<file path="src/rtl/core/psk_pkg.sv">
`timescale 1ns / 1ps
// Package for the point sorter: sizes, controller states and the
// command/status structs between controller and datapath. No dependencies.
package psk_pkg;

    // Store depth and derived widths
    localparam int POINTS = 64;
    localparam int IDX_W  = 6;
    localparam int CNT_W  = IDX_W + 1;
    localparam int COORD_W = 32;

    typedef enum logic [1:0] {
        ST_IDLE,
        ST_SCAN,
        ST_WAIT,
        ST_EMIT
    } t_state;

    // Controller to datapath
    typedef struct packed {
        logic load;        // store the accepted request
        logic scan_issue;  // read one stored point for the running pass
        logic emit;        // present the selected point as a result
    } t_psk_cmd;

    // Datapath to controller
    typedef struct packed {
        logic scan_last;   // this read is the last stored point
        logic emit_last;   // this result is the last one of the run
    } t_psk_sts;

endpackage

</file>
<file path="src/rtl/core/psk_ctrl.sv">
`timescale 1ns / 1ps
// Controller for the point sorter: load / scan / wait / emit sequencing.
// Depends on psk_pkg.
module psk_ctrl (
    input  logic                i_clk,
    input  logic                i_rst_n,
    input  logic                start,
    input  logic                i_last_point,
    input  psk_pkg::t_psk_sts   i_sts,
    output psk_pkg::t_psk_cmd   o_cmd,
    output logic                busy
);
    import psk_pkg::*;

    t_state r_state;
    t_state n_state;
    logic   accept;

    assign accept = start && (r_state == ST_IDLE);

    // State register
    always_ff @(posedge i_clk) begin
        if (!i_rst_n) begin
            r_state <= ST_IDLE;
        end else begin
            r_state <= n_state;
        end
    end

    // Next state
    always_comb begin
        n_state = r_state;
        case (r_state)
            ST_IDLE: begin
                if (accept && i_last_point) begin
                    n_state = ST_SCAN;
                end
            end
            ST_SCAN: begin
                if (i_sts.scan_last) begin
                    n_state = ST_WAIT;
                end
            end
            ST_WAIT: begin
                n_state = ST_EMIT;
            end
            ST_EMIT: begin
                n_state = i_sts.emit_last ? ST_IDLE : ST_SCAN;
            end
            default: begin
                n_state = ST_IDLE;
            end
        endcase
    end

    // Outputs
    always_comb begin
        o_cmd = '0;
        busy  = 1'b1;
        case (r_state)
            ST_IDLE: begin
                busy       = 1'b0;
                o_cmd.load = start;
            end
            ST_SCAN: begin
                o_cmd.scan_issue = 1'b1;
            end
            ST_WAIT: begin
                o_cmd = '0;
            end
            ST_EMIT: begin
                o_cmd.emit = 1'b1;
            end
            default: begin
                busy = 1'b1;
            end
        endcase
    end

endmodule

</file>
<file path="src/rtl/core/psk_datapath.sv">
`timescale 1ns / 1ps
// Datapath for the point sorter: point store, key register, selection of the
// next point in (key, arrival) order, and the result register. Depends on psk_pkg.
module psk_datapath (
    input  logic                          i_clk,
    input  logic                          i_rst_n,
    input  psk_pkg::t_psk_cmd             i_cmd,
    output psk_pkg::t_psk_sts             o_sts,
    input  logic                          i_cfg_valid,
    input  logic                          i_cfg_data,
    input  logic [psk_pkg::COORD_W-1:0]   i_point_x,
    input  logic [psk_pkg::COORD_W-1:0]   i_point_y,
    output logic                          o_result_valid,
    output logic [psk_pkg::COORD_W-1:0]   o_sorted_x,
    output logic [psk_pkg::COORD_W-1:0]   o_sorted_y,
    output logic [psk_pkg::IDX_W-1:0]     o_arrival_index,
    output logic                          o_overflow,
    output logic                          o_last_out
);
    import psk_pkg::*;

    localparam int SK_W = COORD_W + IDX_W;

    // Point store
    logic [COORD_W-1:0] mem_x [POINTS];
    logic [COORD_W-1:0] mem_y [POINTS];

    logic               r_key_is_y;
    logic [CNT_W-1:0]   r_count;
    logic               r_ovf;
    logic [IDX_W-1:0]   r_scan;
    logic [IDX_W-1:0]   r_emitted;

    logic               r_rd_vld;
    logic [IDX_W-1:0]   r_rd_idx;
    logic [COORD_W-1:0] r_rd_x;
    logic [COORD_W-1:0] r_rd_y;

    logic               r_have_best;
    logic [COORD_W-1:0] r_best_x;
    logic [COORD_W-1:0] r_best_y;
    logic [IDX_W-1:0]   r_best_idx;
    logic               r_have_prev;
    logic [SK_W-1:0]    r_prev;

    logic               r_out_vld;
    logic [COORD_W-1:0] r_out_x;
    logic [COORD_W-1:0] r_out_y;
    logic [IDX_W-1:0]   r_out_idx;
    logic               r_out_ovf;
    logic               r_out_last;

    logic               room;
    logic [COORD_W-1:0] cand_key;
    logic [SK_W-1:0]    cand;
    logic [SK_W-1:0]    best;
    logic               above_prev;
    logic               below_best;
    logic               take;

    // Sort word: sign-flipped key over arrival index gives a stable order
    assign room     = (r_count < CNT_W'(POINTS));
    assign cand_key = r_key_is_y ? r_rd_y : r_rd_x;
    assign cand     = {~cand_key[COORD_W-1], cand_key[COORD_W-2:0], r_rd_idx};
    assign best     = r_key_is_y
                    ? {~r_best_y[COORD_W-1], r_best_y[COORD_W-2:0], r_best_idx}
                    : {~r_best_x[COORD_W-1], r_best_x[COORD_W-2:0], r_best_idx};
    assign above_prev = !r_have_prev || (cand > r_prev);
    assign below_best = !r_have_best || (cand < best);
    assign take       = r_rd_vld && above_prev && below_best;

    assign o_sts.scan_last = (({1'b0, r_scan} + CNT_W'(1)) == r_count);
    assign o_sts.emit_last = (({1'b0, r_emitted} + CNT_W'(1)) == r_count);

    // Store write and registered read
    always_ff @(posedge i_clk) begin
        if (i_cmd.load && room) begin
            mem_x[r_count[IDX_W-1:0]] <= i_point_x;
            mem_y[r_count[IDX_W-1:0]] <= i_point_y;
        end
        r_rd_x   <= mem_x[r_scan];
        r_rd_y   <= mem_y[r_scan];
        r_rd_idx <= r_scan;
    end

    // Control registers: key, fill count, overflow, scan and emit counters
    always_ff @(posedge i_clk) begin
        if (!i_rst_n) begin
            r_key_is_y  <= 1'b0;
            r_count     <= '0;
            r_ovf       <= 1'b0;
            r_scan      <= '0;
            r_emitted   <= '0;
            r_rd_vld    <= 1'b0;
            r_have_best <= 1'b0;
            r_have_prev <= 1'b0;
            r_out_vld   <= 1'b0;
        end else begin
            r_rd_vld  <= i_cmd.scan_issue;
            r_out_vld <= i_cmd.emit;
            if (i_cfg_valid) begin
                r_key_is_y <= i_cfg_data;
            end
            if (i_cmd.load) begin
                if (room) begin
                    r_count <= r_count + CNT_W'(1);
                end else begin
                    r_ovf <= 1'b1;
                end
            end
            if (i_cmd.scan_issue) begin
                r_scan <= o_sts.scan_last ? '0 : r_scan + IDX_W'(1);
            end
            if (take) begin
                r_have_best <= 1'b1;
            end
            // Retire the selected point; clear the run on the final one
            if (i_cmd.emit) begin
                r_have_best <= 1'b0;
                if (o_sts.emit_last) begin
                    r_have_prev <= 1'b0;
                    r_emitted   <= '0;
                    r_count     <= '0;
                    r_ovf       <= 1'b0;
                end else begin
                    r_have_prev <= 1'b1;
                    r_emitted   <= r_emitted + IDX_W'(1);
                end
            end
        end
    end

    // Payload: running best, previous emitted sort word, result register
    always_ff @(posedge i_clk) begin
        if (take) begin
            r_best_x   <= r_rd_x;
            r_best_y   <= r_rd_y;
            r_best_idx <= r_rd_idx;
        end
        if (i_cmd.emit) begin
            r_prev     <= best;
            r_out_x    <= r_best_x;
            r_out_y    <= r_best_y;
            r_out_idx  <= r_best_idx;
            r_out_ovf  <= r_ovf;
            r_out_last <= o_sts.emit_last;
        end
    end

    assign o_result_valid  = r_out_vld;
    assign o_sorted_x      = r_out_x;
    assign o_sorted_y      = r_out_y;
    assign o_arrival_index = r_out_idx;
    assign o_overflow      = r_out_ovf;
    assign o_last_out      = r_out_last;

`ifndef ASSERT_OFF
    // A finished pass always has found a point to send
    a_emit_has_best: assert property (@(posedge i_clk) disable iff (!i_rst_n)
        i_cmd.emit |-> r_have_best)
        else $error("emit without a selected point");

    // Fill count never passes the store depth
    a_count_bound: assert property (@(posedge i_clk) disable iff (!i_rst_n)
        r_count <= CNT_W'(POINTS))
        else $error("fill count beyond store depth");

    // The final result empties the store
    a_run_clear: assert property (@(posedge i_clk) disable iff (!i_rst_n)
        (i_cmd.emit && o_sts.emit_last) |=> (r_count == '0) && !r_ovf)
        else $error("store not cleared after last result");

    // Results come out in strictly rising sort order within a run
    a_order: assert property (@(posedge i_clk) disable iff (!i_rst_n)
        (i_cmd.emit && r_have_prev) |-> (best > r_prev))
        else $error("result out of order");
`endif

endmodule

</file>
<file path="src/rtl/core/point_sort_by_key.sv">
`timescale 1ns / 1ps
// Point sorter top level: loads one point per request, then sends the points
// in rising order of the selected key, ties in load order. Depends on psk_pkg.
// Loading: one request per cycle, busy stays low until the last point.
// Sorting: n stored points give n results; each result needs one full pass
//   over the store through its single read port, followed by a wait state and
//   an emit state. Results cannot be held off by the receiver.
// Reset is synchronous, active low; it empties the store and selects x.
module point_sort_by_key (
    input  logic                          i_clk,
    input  logic                          i_rst_n,
    input  logic                          start,
    output logic                          busy,
    input  logic [psk_pkg::COORD_W-1:0]   i_point_x,
    input  logic [psk_pkg::COORD_W-1:0]   i_point_y,
    input  logic                          i_last_point,
    input  logic                          i_cfg_valid,
    output logic                          o_cfg_ready,
    input  logic                          i_cfg_data,
    output logic                          o_result_valid,
    output logic [psk_pkg::COORD_W-1:0]   o_sorted_x,
    output logic [psk_pkg::COORD_W-1:0]   o_sorted_y,
    output logic [psk_pkg::IDX_W-1:0]     o_arrival_index,
    output logic                          o_overflow,
    output logic                          o_last_out
);
    import psk_pkg::*;

    t_psk_cmd cmd;
    t_psk_sts sts;

    // Key register takes a write in any cycle
    assign o_cfg_ready = 1'b1;

    psk_ctrl u_ctrl (
        .i_clk        (i_clk),
        .i_rst_n      (i_rst_n),
        .start        (start),
        .i_last_point (i_last_point),
        .i_sts        (sts),
        .o_cmd        (cmd),
        .busy         (busy)
    );

    psk_datapath u_dp (
        .i_clk           (i_clk),
        .i_rst_n         (i_rst_n),
        .i_cmd           (cmd),
        .o_sts           (sts),
        .i_cfg_valid     (i_cfg_valid),
        .i_cfg_data      (i_cfg_data),
        .i_point_x       (i_point_x),
        .i_point_y       (i_point_y),
        .o_result_valid  (o_result_valid),
        .o_sorted_x      (o_sorted_x),
        .o_sorted_y      (o_sorted_y),
        .o_arrival_index (o_arrival_index),
        .o_overflow      (o_overflow),
        .o_last_out      (o_last_out)
    );

endmodule
</file>
<file path="config.mk">
export PLATFORM = sky130hd
export DESIGN_NAME = point_sort_by_key
export DESIGN_NICKNAME = d
export VERILOG_FILES = /design/src/rtl/core/psk_pkg.sv /design/src/rtl/core/psk_ctrl.sv /design/src/rtl/core/psk_datapath.sv /design/src/rtl/core/point_sort_by_key.sv
export SDC_FILE = /design/constraint.sdc
export NUM_CORES = 2
export LEC_CHECK = 0
export BUFFER_PORTS_ARGS = -buffer_cell sky130_fd_sc_hd__clkbuf_2
export CAP_MARGIN = 0
export CORE_AREA = 2 2 501 503
export DETAILED_ROUTE_END_ITERATION = 10
export DIE_AREA = 0 0 503 505
export GPL_ROUTABILITY_DRIVEN = 0
export PLACE_DENSITY = 0.83
export SLEW_MARGIN = 25
export SYNTH_ARGS = -nofsm -noshare
export SYNTH_HDL_FRONTEND = slang
export SYNTH_HIERARCHICAL = 1
export SYNTH_SLANG_ARGS = --single-unit
</file>
<file path="constraint.sdc">
create_clock -name i_clk -period 17.65 [get_ports i_clk]
set_clock_uncertainty 0.1 [all_clocks]
set_input_delay 0.8825 -clock i_clk [delete_from_list [all_inputs] [get_ports i_clk]]
set_output_delay 0.8825 -clock i_clk [all_outputs]
set_load 0.1 [all_outputs]
</file>
After elaboration in Yosys (flattened, before gate mapping)
Memory sizes are Yosys's and may differ from the RTL's. A register that Yosys moved wholly into a read port is not among the register bits. Cells that the tools add are included.

ROM bits: 0. Bits in latches: 0. Output and inout port bits: 75. Flip-flop bits (word level): 213. Bits in writable memories: 4096. Memories kept: 2. Logic and storage cells: 76.

Shifts and indexed selects: 0. Divide/modulo/power cells: 0. Order comparisons: 3. Multipliers: 0. Reduce and logical (&&, ||, !) cells: 12. Eq/ne operators: 7. Bitwise operators: 4. Muxes and demuxes: 23. Add/subtract/negate cells: 5.

Memory list: u_dp.mem_x (words 64, width 32, read ports 1, clocked after Yosys merged registers in 1, write ports 1, line psk_datapath.sv:25) `logic [COORD_W-1:0] mem_x [POINTS];`; u_dp.mem_y (words 64, width 32, read ports 1, clocked after Yosys merged registers in 1, write ports 1, line psk_datapath.sv:26) `logic [COORD_W-1:0] mem_y [POINTS];`.

Operator list (count): > comparator 38 bit (1); less-than comparator 38 bit (1); 2-to-1 mux 38 bit (1); 2-to-1 mux 32 bit (1); 2-to-1 mux 7 bit (4); adder 6 x 1 -> 7 bit (second input constant) (2); == test 7 bit (2); adder 6 x 1 -> 6 bit (second input constant) (2); 2-to-1 mux 1 bit (12); 2-to-1 mux 6 bit (2); case mux 2 bit (4 select lines) (1); adder 7 x 1 -> 7 bit (second input constant) (1); less-than comparator 7 bit (second input constant) (1); logical AND 1 bit (5); == test 2 bit (second input constant) (2); 2-to-1 mux 2 bit (2); inverter 1 bit (4); == test 2 x 1 -> 1 bit (second input constant) (1); zero test 1 bit (2); zero test 2 bit (1); logical OR 1 bit (2); inequality test 2 x 1 -> 1 bit (second input constant) (1); inequality test 2 bit (second input constant) (1); AND reduction 2 bit (1); OR reduction 2 bit (1).

Longest topological paths before layout
Depth after elaboration: 6. Mapped depth: 11. Depth with buffers taken out: 9.

Cells and area by module
The synthesis kept the hierarchy.

By module, submodules not included: psk_datapath (cells an instance 6733, area an instance 165416.1 µm², instances 1, seq. area each 130124.8 µm²); psk_ctrl (cells an instance 23, area an instance 191.4 µm², instances 1, seq. area each 40.0 µm²); point_sort_by_key (cells an instance 2, area an instance 11.3 µm², instances 1, seq. area each 0.0 µm²).

Worst setup path before layout
OpenSTA, ideal clock, no wires.

Path kind: register -> register. From: register u_dp.r_key_is_y. To: register u_dp.r_best_idx[0] (enable). Path slack: 8762 ps. Clock period less this slack: 8888 ps. Stages on the path, launching flop included: 11. Data arrival time: 8185 ps. Setup time: 603 ps. Data required time: 16947 ps. Cell sequence: dfxtp_1 clkbuf_1 buf_1 mux2_1 ha_1 nand4_1 or4_1 or3_1 o22ai_1 o211ai_1 a211oi_1.

Word-level cells in the longest chain between the ends: 6. Elaborated cells between the ends (all ways): 9.

RTL lines: start, declared (line psk_datapath.sv:28) `logic r_key_is_y;`; start signal, assigned (line psk_datapath.sv:102) `r_key_is_y <= i_cfg_data;`; 2-to-1 mux 32 bit (line psk_datapath.sv:63) `assign cand_key = r_key_is_y ? r_rd_y : r_rd_x;`; inverter 1 bit (line psk_datapath.sv:64) `assign cand = {~cand_key[COORD_W-1], cand_key[COORD_W-2:0], r_rd_idx};`; > comparator 38 bit (line psk_datapath.sv:68) `assign above_prev = !r_have_prev || (cand > r_prev);`; logical OR 1 bit (line psk_datapath.sv:68); logical AND 1 bit (line psk_datapath.sv:70) `assign take = r_rd_vld && above_prev && below_best;`; logical AND 1 bit (*) (line psk_datapath.sv:70); net u_dp.take (line psk_datapath.sv:59) `logic take;`; end signal, assigned (line psk_datapath.sv:138) `r_best_idx <= r_rd_idx;`; end, declared (line psk_datapath.sv:42) `logic [IDX_W-1:0] r_best_idx;`.

Mark *: on every way through the listed nets, which the timed path passes. The rest lies on a longest branch. A chain may end at the register's enable or synchronous reset.

==> impl_metrics.yaml <==
cells_and_area:
  final_cell_mix: "edfxtp_1 (4270), mux4_2 (1280), clkbuf_16 (427)"
  final_cells: 10881
  fin_util: 0.747
  layout-drive-gt1-share: 0.312
  fin_nets: 7323
  final_common_cell: "edfxtp_1"
  area_growth_pct: 12.0
  finish.instance_area_sq_um: 185000
sta:
  slew_viol_final: 0
  finalSetupTns_ns: 0
  grt_setup_unrepaired: "false"
  hold_viol_final: 0
  slew_headroom: 0.160
  period_share: 0.377
  tightestPinTransition_ns: 1.25
  setup_viol: 0
  fmax_mhz: 150
  min_period_ns: 6.65
floorplan:
  row_count: 183
  dieArea_sq_um: 254000
  die_h_um: 505
  pin_count: 145
  core_sq_um: 248000
  initial_core_util: 0.667
  die_x_um: 503
setup_path:
  critPathMaxFanout: 68
  critPathRequiredTime_ns: 18.36
  rrSetupSlack_ns: 11.00
  worstSetupEndpointType: "flip-flop"
  cp.arrival_ns: 7.36
  cp-start-kind: "flip-flop"
  crit_type: "flip-flop to flip-flop"
cts:
  htree_levels: 5
  cts-resized-gates: 0
  path_clk_slew_ns: 0.06
  clk_latency_ns: 1.02
  clock-sinks: 4367
  cts_inserted_buffers: 420
  cts-root-buf: "clkbuf_16"
  cts_max_path_buffers: 4
  post_cts_buffers: 0
  holdBufCountCts: 0
  cts_tree: "done"
global_routing:
  grt_pass1_wl_mm: 721
  overflow: 0
  track_usage: 0.426
  antenna_found_initial: 46
  grt_pass1_vias: 87473
  grt_max_degree: 129
yosys:
  async_reset_ff_frac: 0
  syn_inst: 6758
  synth-edff-count: 4270
  synth_top_cell_by_area: "edfxtp_1"
  ys_ff_latch: 4367
  synth_ff_type: "edfxtp_1"
  syn_nets: 6910
  ys_seq_area_frac: 0.786
  yosysUniqueCellTypes: 60
  yosysTopAreaCellShare: 0.774
  synth_area_leaders: "edfxtp_1 (77%), mux4_2 (17%), dfxtp_1 (1.2%)"
  avgSynthCellArea_sq_um: 24.5
  netlist_area_sq_um: 166000
  yosys_warnings: 6
detailed_routing:
  ant_nets: 0
  drc: 4
  vias: 86715
  avgViaCountPerCell: 7.97
  drt-pass1-iter-count: 11
  drt_iter0_markers: 17500
  wl_mm: 532
  wl_per_cell_um: 48.9
power:
  power_per_cell_area_nw_per_um2: 137
  leakagePower_uw: 0.0567
  power.total_uw: 25400
  peakVddDrop_mv: 0.136
place:
  dpl_cell_area_sq_um: 171000
  numPortBuffers: 143
  dp.cells: 10073
  dp_hpwl_mm: 245
flow_run:
  maxCapViolCount: 0
status:
  status: "finished with violations"
  violations: "DRC"
worst_hold_path:
  hold_class: "input pin to flip-flop"
layout make-up:
type | instances | area (sq um)
antenna | 40 | 100
clock buffer | 543 | 11400
clock inverter | 219 | 2390
fill | 11721 | 62800
inverter | 91 | 342
multi-input combinational | 1954 | 34200
sequential | 4367 | 130000
tap | 3330 | 4170
timing repair buffer | 337 | 2640
worst paths after layout:
path | endpoint | startpoint | depth (start not counted)
min reg2reg | u_dp/r_best_y[24] | u_dp/r_rd_y[24] | 0
min | u_dp/r_key_is_y | i_cfg_data | 3
max | u_dp/r_rd_y[5] | u_dp/r_scan[0] | 10
max reg2reg | u_dp/r_rd_y[5] | u_dp/r_scan[0] | 10
synthesized netlist by cell type, drive strengths merged (19+ instances only):
master,count
mux2,31
mux2i,36
a22oi,129
ha,82
nor2,89
buf,163
a21oi,34
inv,91
dfxtp,97
nand2,96
nand4,19
mux4,1280
edfxtp,4270
clkbuf,183
where the power goes:
group / leakage (uW) / total (uW) / switching (uW) / internal [uW]
Clock: 0.00672 / 9300 / 4030 / 5270
Sequential: 0.0392 / 12000 / 336 / 11700
Combinational: 0.0108 / 4140 / 2240 / 1900
Total: 0.0567 / 25400 / 6610 / 18800
critical path, stage by stage (launching register included):
cell and delay, ns:
dfxtp_4 0.54, buf_12 0.33, buf_16 0.48, buf_4 0.75, buf_4 0.82, buf_4 0.79
buf_4 0.79, mux4_2 0.61, mux4_2 0.51, a22oi_1 0.32, nand2_1 0.15
state kept, by name, summed over array words and instances (netlist names), 7 cells and up:
register and count:
u_dp/mem_x 2048, u_dp/mem_y 2048, u_dp/o_sorted_x 32, u_dp/o_sorted_y 32, u_dp/r_best_x 32, u_dp/r_best_y 32
u_dp/r_count 7, u_dp/r_prev 38, u_dp/r_rd_x 32, u_dp/r_rd_y 32
stage by stage:
step                      setup slack [ns]  hold slack (ns)
after global placement               11.12            0.310
after CTS                            10.95           0.0351
after global routing                 10.47           0.0833
after floorplan                       8.76            0.229
after detailed placement             11.15            0.323
final                                11.00           0.0639
routing by layer:
layer	vias up	GRT usage	part of all wire
li1	29993	-	-
met2	10060	0.649	0.47
met3	2608	0.137	0.16
met4	49	0.301	0.090
met5	-	0.00171	0.00070
met1	44005	0.522	0.28
cell families (layout without fill, tap and decap cells):
| logic type | count (synthesis) | in the layout | share of synthesized area |
|---|---|---|---|
| and+or+nand+nor | 282 | 282 | 0.00795 |
| other | 1 | 41 | 0.0000226 |
| DFF | 4367 | 4367 | 0.786 |
| xor gates and xnor gates | 21 | 21 | 0.00119 |
| muxes | 1347 | 1347 | 0.178 |
| AOI/OAI and AO/OA | 221 | 221 | 0.00941 |
| adders and majority gates | 82 | 82 | 0.00619 |
| buffers and inverters | 437 | 1190 | 0.0110 |
Note: power is estimated with default switching activity, not from simulation.
